### config.mk
export PLATFORM = sky130hd
export DESIGN_NAME = murmur3_32bit_hash_unit
export DESIGN_NICKNAME = d
export VERILOG_FILES = /design/src/sv/mm3h_pkg.sv /design/src/sv/mm3h_ctrl.sv /design/src/sv/mm3h_datapath.sv /design/src/sv/murmur3_32bit_hash_unit.sv
export VERILOG_INCLUDE_DIRS = /design/src /design/src/sv
export SDC_FILE = /design/constraint.sdc
export NUM_CORES = 2
export LEC_CHECK = 0
export ABC_AREA = 0
export BUFFER_PORTS_ARGS = -buffer_cell sky130_fd_sc_hd__buf_4
export CORE_ASPECT_RATIO = 1.25
export CORE_MARGIN = 4
export CORE_UTILIZATION = 28
export DETAILED_ROUTE_END_ITERATION = 10
export PLACE_DENSITY = 0.53
export SLEW_MARGIN = 20
export SYNTH_ARGS = -nofsm -noshare
export SYNTH_HDL_FRONTEND = slang
export SYNTH_HIERARCHICAL = 1
export SYNTH_SLANG_ARGS = --single-unit
### constraint.sdc
create_clock -name clock -period 15.45 [get_ports clock]
set_input_delay 3.09 -clock clock [delete_from_list [all_inputs] [get_ports clock]]
set_output_delay 3.09 -clock clock [all_outputs]
set_load 0.1 [all_outputs]
### src/sv/assert_macros.svh
`ifndef ASSERT_MACROS_SVH
`define ASSERT_MACROS_SVH

// check a property on every rising clock edge outside reset
`define ASSERT_CLK(label, prop, msg) \
   label: assert property (@(posedge clock) disable iff (reset) prop) else $error(msg);

// check an implication that holds in the same cycle
`define ASSERT_IMP(label, cond, prop, msg) \
   label: assert property (@(posedge clock) disable iff (reset) (cond) |-> (prop)) \
      else $error(msg);

`endif

### src/sv/mm3h_pkg.sv
package mm3h_pkg;

   localparam int unsigned WordWidth = 32;
   localparam int unsigned CountWidth = 3;

   localparam logic [WordWidth-1:0] MulC1 = 32'hcc9e2d51;
   localparam logic [WordWidth-1:0] MulC2 = 32'h1b873593;
   localparam logic [WordWidth-1:0] AddN = 32'he6546b64;
   localparam logic [WordWidth-1:0] FinM1 = 32'h85ebca6b;
   localparam logic [WordWidth-1:0] FinM2 = 32'hc2b2ae35;
   localparam logic [WordWidth-1:0] SeedReset = 32'd37;

   typedef enum logic [2:0] {
      ST_IDLE,
      ST_MUL1,
      ST_MUL2,
      ST_MIX,
      ST_FIN1,
      ST_FIN2,
      ST_FIN3
   } state_type;

   typedef struct packed {
      logic capture;
      logic mul1;
      logic mul2;
      logic mix;
      logic fin1;
      logic fin2;
      logic out_load;
   } dp_cmd_type;

   typedef struct packed {
      logic final_item;
   } dp_sts_type;

   function automatic logic [WordWidth-1:0] rotl(input logic [WordWidth-1:0] v,
                                                 input int unsigned s);
      rotl = (v << s) | (v >> (WordWidth - s));
   endfunction

endpackage

### src/sv/mm3h_ctrl.sv
`include "assert_macros.svh"

module mm3h_ctrl (
   input  logic                clock,
   input  logic                reset,
   input  logic                req_tvalid,
   output logic                req_tready,
   output logic                rsp_tvalid,
   input  logic                rsp_tready,
   input  mm3h_pkg::dp_sts_type sts,
   output mm3h_pkg::dp_cmd_type cmd
);
   import mm3h_pkg::*;

   state_type state_ff, state_in;
   logic rsp_valid_ff, rsp_valid_in;

   always_ff @(posedge clock) begin
      if (reset) begin
         state_ff <= ST_IDLE;
         rsp_valid_ff <= 1'b0;
      end else begin
         state_ff <= state_in;
         rsp_valid_ff <= rsp_valid_in;
      end
   end

   always_comb begin
      state_in = state_ff;
      cmd = '0;
      req_tready = 1'b0;
      unique case (state_ff)
         ST_IDLE: begin
            req_tready = 1'b1;
            if (req_tvalid) begin
               cmd.capture = 1'b1;
               state_in = ST_MUL1;
            end
         end
         ST_MUL1: begin
            cmd.mul1 = 1'b1;
            state_in = ST_MUL2;
         end
         ST_MUL2: begin
            cmd.mul2 = 1'b1;
            state_in = ST_MIX;
         end
         ST_MIX: begin
            cmd.mix = 1'b1;
            state_in = sts.final_item ? ST_FIN1 : ST_IDLE;
         end
         ST_FIN1: begin
            cmd.fin1 = 1'b1;
            state_in = ST_FIN2;
         end
         ST_FIN2: begin
            cmd.fin2 = 1'b1;
            state_in = ST_FIN3;
         end
         ST_FIN3: begin
            if (!rsp_valid_ff || rsp_tready) begin
               cmd.out_load = 1'b1;
               state_in = ST_IDLE;
            end
         end
         default: state_in = ST_IDLE;
      endcase
   end

   always_comb begin
      rsp_valid_in = rsp_valid_ff;
      if (rsp_valid_ff && rsp_tready) begin
         rsp_valid_in = 1'b0;
      end
      if (cmd.out_load) begin
         rsp_valid_in = 1'b1;
      end
   end

   assign rsp_tvalid = rsp_valid_ff;

   `ASSERT_CLK(a_accept_starts, req_tvalid && req_tready |=> state_ff == ST_MUL1, "beat not taken")
   `ASSERT_IMP(a_no_overwrite, cmd.out_load, (!rsp_valid_ff || rsp_tready), "result overwritten")
   `ASSERT_IMP(a_busy_blocks, state_ff != ST_IDLE, !req_tready, "beat accepted while busy")
   `ASSERT_CLK(a_load_shows, cmd.out_load |=> rsp_tvalid, "loaded result not presented")

endmodule

### src/sv/mm3h_datapath.sv
module mm3h_datapath (
   input  logic                                 clock,
   input  logic                                 reset,
   input  logic                                 csr_we,
   input  logic [mm3h_pkg::WordWidth-1:0]       csr_wdata,
   input  logic [mm3h_pkg::WordWidth-1:0]       key_word,
   input  logic [mm3h_pkg::CountWidth-1:0]      byte_count,
   input  logic                                 last_word,
   input  mm3h_pkg::dp_cmd_type                 cmd,
   output mm3h_pkg::dp_sts_type                 sts,
   output logic [mm3h_pkg::WordWidth-1:0]       hash_value,
   output logic [mm3h_pkg::WordWidth-1:0]       key_length
);
   import mm3h_pkg::*;

   logic [WordWidth-1:0] seed_ff;
   logic [WordWidth-1:0] k_ff;
   logic [WordWidth-1:0] hash_ff;
   logic [WordWidth-1:0] len_ff;
   logic                 full_ff;
   logic                 final_ff;
   logic                 in_key_ff;
   logic [WordWidth-1:0] rsp_hash_ff;
   logic [WordWidth-1:0] rsp_len_ff;

   logic [WordWidth-1:0] word_mask;
   logic [WordWidth-1:0] count_ext;
   logic [WordWidth-1:0] mul_a;
   logic [WordWidth-1:0] mul_b;
   logic [WordWidth-1:0] prod;
   logic [WordWidth-1:0] mix_x;
   logic [WordWidth-1:0] mix_r;
   logic [WordWidth-1:0] fin_x;

   always_comb begin
      case (byte_count)
         3'd0:    word_mask = 32'h0000_0000;
         3'd1:    word_mask = 32'h0000_00ff;
         3'd2:    word_mask = 32'h0000_ffff;
         3'd3:    word_mask = 32'h00ff_ffff;
         default: word_mask = 32'hffff_ffff;
      endcase
   end

   assign count_ext = byte_count[2] ? WordWidth'(4)
                                    : {{(WordWidth-CountWidth){1'b0}}, byte_count};

   assign fin_x = hash_ff ^ len_ff;
   assign mix_x = hash_ff ^ k_ff;
   assign mix_r = rotl(mix_x, 13);

   always_comb begin
      mul_a = k_ff;
      mul_b = MulC1;
      if (cmd.mul2) begin
         mul_a = rotl(k_ff, 15);
         mul_b = MulC2;
      end else if (cmd.fin1) begin
         mul_a = fin_x ^ (fin_x >> 16);
         mul_b = FinM1;
      end else if (cmd.fin2) begin
         mul_a = hash_ff ^ (hash_ff >> 13);
         mul_b = FinM2;
      end
   end

   assign prod = mul_a * mul_b;

   always_ff @(posedge clock) begin
      if (reset) begin
         seed_ff <= SeedReset;
         in_key_ff <= 1'b0;
      end else begin
         if (csr_we) begin
            seed_ff <= csr_wdata;
         end
         if (cmd.mix) begin
            in_key_ff <= !final_ff;
         end
      end
   end

   always_ff @(posedge clock) begin
      if (cmd.capture) begin
         k_ff <= key_word & word_mask;
         hash_ff <= in_key_ff ? hash_ff : seed_ff;
         len_ff <= (in_key_ff ? len_ff : '0) + count_ext;
         full_ff <= byte_count[2];
         final_ff <= last_word || !byte_count[2];
      end
      if (cmd.mul1 || cmd.mul2) begin
         k_ff <= prod;
      end
      if (cmd.mix) begin
         hash_ff <= full_ff ? ((mix_r << 2) + mix_r + AddN) : mix_x;
      end
      if (cmd.fin1 || cmd.fin2) begin
         hash_ff <= prod;
      end
      if (cmd.out_load) begin
         rsp_hash_ff <= hash_ff ^ (hash_ff >> 16);
         rsp_len_ff <= len_ff;
      end
   end

   assign sts.final_item = final_ff;
   assign hash_value = rsp_hash_ff;
   assign key_length = rsp_len_ff;

endmodule

### src/sv/murmur3_32bit_hash_unit.sv
// MurmurHash3 x86_32 engine for keys streamed as little-endian 32-bit words.
// Slave channel req_*: one beat carries key_word and byte_count in tdata and
// last_word in tlast. Every beat before the last holds 4 bytes; a beat with
// fewer than 4 bytes ends the key even without tlast. Bytes above byte_count
// are ignored, and counts above 4 count as 4.
// Master channel rsp_*: one beat per key, hash in tdata[31:0], the key length
// modulo 2^32 in tdata[63:32].
// csr_we/csr_wdata write the seed; a new seed applies from the next key.
// Datapath: one shared 32x32 multiplier does the c1, c2 and fmix products, so
// a beat that does not end a key steps through accept, two multiplies and mix. A
// final beat then goes on through fin1, fin2 and fin3, where its result is
// registered on rsp_*, after which req_tready rises again.
// The result sits in an output register: the next key streams in while it
// waits. If a second result is ready before the first is taken, the engine
// holds it and stalls req_tready until rsp_tready frees the register.
// Reset (synchronous) sets the seed to 37, drops any partial key and clears
// rsp_tvalid.
module murmur3_32bit_hash_unit (
   input  logic        clock,
   input  logic        reset,
   input  logic        csr_we,
   input  logic [31:0] csr_wdata,
   input  logic        req_tvalid,
   output logic        req_tready,
   input  logic [39:0] req_tdata,  // key_word[31:0], byte_count[34:32], zero pad
   input  logic        req_tlast,  // last_word
   output logic        rsp_tvalid,
   input  logic        rsp_tready,
   output logic [63:0] rsp_tdata   // hash_value[31:0], key_length[63:32]
);
   import mm3h_pkg::*;

   dp_cmd_type cmd;
   dp_sts_type sts;
   logic [WordWidth-1:0] hash_value;
   logic [WordWidth-1:0] key_length;

   mm3h_ctrl u_ctrl (
      .clock      (clock),
      .reset      (reset),
      .req_tvalid (req_tvalid),
      .req_tready (req_tready),
      .rsp_tvalid (rsp_tvalid),
      .rsp_tready (rsp_tready),
      .sts        (sts),
      .cmd        (cmd)
   );

   mm3h_datapath u_datapath (
      .clock      (clock),
      .reset      (reset),
      .csr_we     (csr_we),
      .csr_wdata  (csr_wdata),
      .key_word   (req_tdata[31:0]),
      .byte_count (req_tdata[34:32]),
      .last_word  (req_tlast),
      .cmd        (cmd),
      .sts        (sts),
      .hash_value (hash_value),
      .key_length (key_length)
   );

   assign rsp_tdata = {key_length, hash_value};

endmodule
== Word level (Yosys, flattened, before mapping) ==
Index checks and enable logic that the tools add are counted.
W data, S select, Z words.
Cells by class
  equal/unequal tests: 12
  reduce and logical (&&, ||, !) cells: 15
  bitwise logic cells: 8
  add/subtract/negate cells: 3
  multiplexer cells: 32
  multipliers: 1
Operator list (number)
  $mux W32: 13
  $pmux W32 S4: 1
  $add A32 B32 Y32: 2
  $xor A32 B16 Y32: 2
  $xor A32 B32 Y32: 2
  $add A32 B32 Y32 const B: 1
  $and A32 B32 Y32: 1
  $mul A32 B32 Y32: 1
  $or A32 B13 Y32: 1
  $or A32 B15 Y32: 1
  $xor A32 B19 Y32: 1
  $mux W28: 1
  $pmux W3 S7: 1
  $eq A3 B2 Y1 const B: 4
  $mux W1: 12
  $mux W3: 4
  $eq A3 B3 Y1 const B: 3
  $eq A3 B1 Y1 const B: 2
  $logic_not A3 Y1: 2
  $logic_or A1 B1 Y1: 4
  $reduce_and A2 Y1: 2
  $reduce_bool A2 Y1: 2
  $logic_not A1 Y1: 3
  $ne A3 B3 Y1 const B: 1
  other kinds (4): 4
Storage, ports and cells
  register bits after elaboration: 199
  input port bits: 78
  word-level logic and storage cells: 82
  output and inout port bits: 66

== Longest topological paths before layout ==
  depth in word-level cells: 7
  mapped depth: 41
  gate-level depth less buffers: 36

== Cells and area by module ==
Netlist, hierarchy kept.
Modules (own cells, without submodules)
  mm3h_datapath: area each 26441.6 µm², seq. area each 5525.3 µm², instances 1, cells each 2757
  mm3h_ctrl: area each 241.5 µm², seq. area each 80.1 µm², instances 1, cells each 30

== Worst setup path after synthesis ==
No wires, ideal clock.
  path kind: register to register
  start point: reg u_ctrl.state_ff[1]
  end point: reg u_datapath.hash_ff[30], data pin
  path slack: 6.474 ns
  period minus slack after synthesis: 8.976 ns
  arrival: 8.702 ns
  required time: 15.176 ns
  stages on the path, launching flop included: 35
  cell sequence: dfxtp_1 -> inv_1 -> nor3_1 -> buf_4 -> buf_2 -> clkbuf_1 -> clkbuf_1 -> buf_2 -> buf_2 -> buf_2 -> buf_1 -> nand2_1 -> fa_1 -> inv_1 -> fa_1 -> fa_1 -> inv_1 -> fa_1 -> inv_1 -> fa_1 -> fa_1 -> fa_1 -> fa_1 -> ha_1 -> clkbuf_1 -> a21o_1 -> a21o_1 -> a21o_1 -> a21oi_1 -> o21ai_1 -> a211oi_1 -> o211ai_1 -> a31oi_1 -> xor2_1 -> o221ai_1
RTL lines
  start: declaration: line mm3h_ctrl.sv:15  | state_type state_ff, state_in;
  start signal: assignment: line mm3h_ctrl.sv:23  | state_ff <= state_in;
  end signal: assignment: line mm3h_datapath.sv:86  | hash_ff <= in_key_ff ? hash_ff : seed_ff;
  end signal: assignment: line mm3h_datapath.sv:95  | hash_ff <= full_ff ? ((mix_r << 2) + mix_r + AddN) : mix_x;
  end signal: assignment: line mm3h_datapath.sv:98  | hash_ff <= prod;
  end: declaration: line mm3h_datapath.sv:18  | logic [WordWidth-1:0] hash_ff;

==> flow_summary.json <==
{
  "worstSkewPairLatency_ps": 480,
  "critPathMaxStageDelay_ps": 830,
  "fin_crit_ps": 11340,
  "cts_resized": 0,
  "postCtsSetupBuffers": 0,
  "wire_per_inst_um": 25.5,
  "die_h_um": 353,
  "dpl.hpwl_um": 88800,
  "cp_slowest_cell": "a211oi_1",
  "crit_path_start_kind": "flip-flop",
  "area_growth_pct": 11.1,
  "finalHoldViolCount": 0,
  "worst-setup-path-type": "reg2reg",
  "portBuffers": 138,
  "cts_root_buf": "clkbuf_16",
  "grt_pass1_wl_um": 149000,
  "die_area_mm2": 0.100,
  "skew_ps": 26.5,
  "clock-sinks": 199,
  "arrival_ps": 11530,
  "die_w_um": 284,
  "io_pins": 144,
  "synthCells": 2787,
  "grt_max_degree": 69,
  "clk_pin_slew_ps": 100,
  "nets": 3518,
  "ant_nets": 0,
  "relSlewSlack_pct": 29.6,
  "initialDrtViolationCount": 1872,
  "rows": 126,
  "setup_viol": 0,
  "rsz0062_at_grt": "false",
  "synth_ff_type": "edfxtp_1",
  "start_util_pct": 28.3,
  "cts_tree": "built",
  "track_usage_pct": 20.6,
  "crit_fanout": 52,
  "slew_viol_final": 0,
  "gp_congestion": 1.02,
  "min_path_type": "reg2reg",
  "core_mm2": 0.0944,
  "htree_levels": 4,
  "max_freq_mhz": 88.2,
  "totalNegativeSetupSlack_ps": 0,
  "period_share_pct": 73.4,
  "drv_cap": 0,
  "grt_pass1_vias": 21300,
  "cp.required_ps": 15640,
  "wirelength_um": 104000,
  "status": "completed",
  "worst_pin_slew_ps": 1050,
  "cp-end-kind": "flip-flop",
  "synth_seq_cells": 199,
  "synth_edf_count": 162,
  "ys_seq_area_share_pct": 21.0,
  "drt_pass1_iterations": 6,
  "synth_nets": 3454,
  "cts_buffers": 17,
  "drive_above_1_share_pct": 8.87,
  "hold_buffers": 0,
  "fillers": 9844,
  "async_flop_share_pct": 0,
  "overflow": 0,
  "crit_top_cell": "inv_1",
  "antennaDiodeCount": 0,
  "syn_avg_cell_area_um2": 9.57,
  "synth_area_mm2": 0.0267,
  "clk_path_buf_depth": 2,
  "dr_total_vias": 20200,
  "yosysWarnings": 6,
  "viasPerCell": 4.95,
  "drc": 0,
  "antenna_found_initial": 2,
  "ys_types": 83
}
Yosys cell counts (9+ instances only):
master      n  share of area [%]
or2_2      11               0.26
nand2_1   229                3.2
fa_1      397                 30
a31oi_1    19               0.45
mux2i_1    52                2.0
dfxtp_1    37                2.8
o21ai_0    93                1.7
nor2b_1    20               0.47
nand2b_1   13               0.30
xor2_1     91                3.0
buf_1      11               0.15
nor3_1     23               0.43
buf_2      24               0.45
a21o_1     33               0.93
nor2_1    210                3.0
a21oi_1    91                1.7
o211ai_1   19               0.53
edfxtp_1  162                 18
o21a_1      9               0.25
nand3_1    30               0.56
or3_1       9               0.21
inv_1     563                7.9
a211oi_1   33               0.93
and4_1      9               0.30
and2_1     30               0.70
xnor2_1   140                4.6
clkbuf_1   81                1.1
a22o_1     16               0.53
ha_1      192                9.0
logic make-up (layout without fill, tap and decap cells):
kind of cell | Yosys count | count (layout) | synth area share, %
other | 1 | 1 | 0.0141
AOI/OAI and AO/OA | 386 | 386 | 9.39
and+or+nand+nor | 623 | 623 | 10.5
adders and majority gates | 589 | 589 | 38.8
muxes | 54 | 54 | 2.04
DFF | 199 | 199 | 21.0
buffers and inverters | 695 | 772 | 10.1
xor gates and xnor gates | 240 | 240 | 8.18
final timing paths:
path,start,end,slack (ps),cells after the start
min,u_datapath/seed_ff[25]$_SDFFE_PP0P_,u_datapath/seed_ff[25]$_SDFFE_PP0P_,500,2
min reg2reg,u_datapath/seed_ff[25]$_SDFFE_PP0P_,u_datapath/seed_ff[25]$_SDFFE_PP0P_,500,2
max,u_ctrl/state_ff[0]$_SDFFE_PP0P_,u_datapath/hash_ff[30]$_DFFE_PP_,4110,36
max reg2reg,u_ctrl/state_ff[0]$_SDFFE_PP0P_,u_datapath/hash_ff[30]$_DFFE_PP_,4110,36
registers in the layout, indices dropped and copies added (netlist names):
signal / flops
u_datapath/hash_ff: 32
u_datapath/hash_value: 32
u_datapath/k_ff: 32
u_datapath/key_length: 32
u_datapath/len_ff: 32
u_datapath/seed_ff: 32
u_ctrl/state_ff: 3
u_ctrl/rsp_tvalid: 1
u_datapath/full_ff: 1
u_datapath/in_key_ff: 1
u_datapath/sts: 1
metal layers:
layer | wire length [µm] | global-route usage, % | vias up
met5 | 13 | 0 | -
met3 | 5240 | 2.02 | 226
li1 | - | - | 8966
met4 | 7900 | 13.1 | 2
met1 | 38900 | 23.8 | 10200
met2 | 51800 | 36.6 | 793
cell type report:
| class | instances | area, µm² | area share (%) |
|---|---|---|---|
| Clock buffer | 17 | 425 | 1.44 |
| Tap cell | 1216 | 1520 | 5.13 |
| Multi-Input combinational cell | 1893 | 18400 | 62.2 |
| Sequential cell | 199 | 5610 | 18.9 |
| Inverter | 568 | 2130 | 7.19 |
| Timing Repair Buffer | 172 | 1290 | 4.36 |
| Clock inverter | 15 | 239 | 0.806 |
metrics by stage:
| stage | cells | hold slack (ps) | setup WS (ps) | util (%) | cell area (µm²) |
|---|---|---|---|---|---|
| 2_1_floorplan | 2787 | 421 | 6470 | - | 26700 |
| 3_3_place_gp | 4048 | 472 | 4310 | 30.7 | 29000 |
| 3_5_place_dp | 4048 | 474 | 4280 | 30.7 | 29000 |
| 4_1_cts | 4080 | 502 | 4230 | 31.4 | 29600 |
| 5_1_grt | 4080 | 531 | 3750 | 31.4 | 29600 |
| 6_report | 4080 | 500 | 4110 | 31.4 | 29600 |
placed cells by master (no fill, tap or decap), types with 33 or more instances in the layout:
master,netlist,layout
dfxtp_1,37,37
buf_4,8,172
ha_1,192,192
edfxtp_1,162,162
a21oi_1,91,91
a21o_1,33,33
fa_1,397,397
nor2_1,210,207
a211oi_1,33,33
o21ai_0,93,93
nand2_1,229,229
inv_1,563,563
xor2_1,91,91
xnor2_1,140,140
mux2i_1,52,52
worst max-delay path, delay by kind of cell (launching register included):
family	cells	cell delay [ps]
AO/OA/AOI/OAI	11	3180
flip-flops	1	580
buffers and inverters	10	1760
adder cells (fa/ha/maj)	9	3810
AND/OR/NAND/NOR	5	1400
XOR/XNOR	1	260
Power is not shown: default switching activity piles up to over one toggle a cycle in this logic, so the estimate is an artifact.
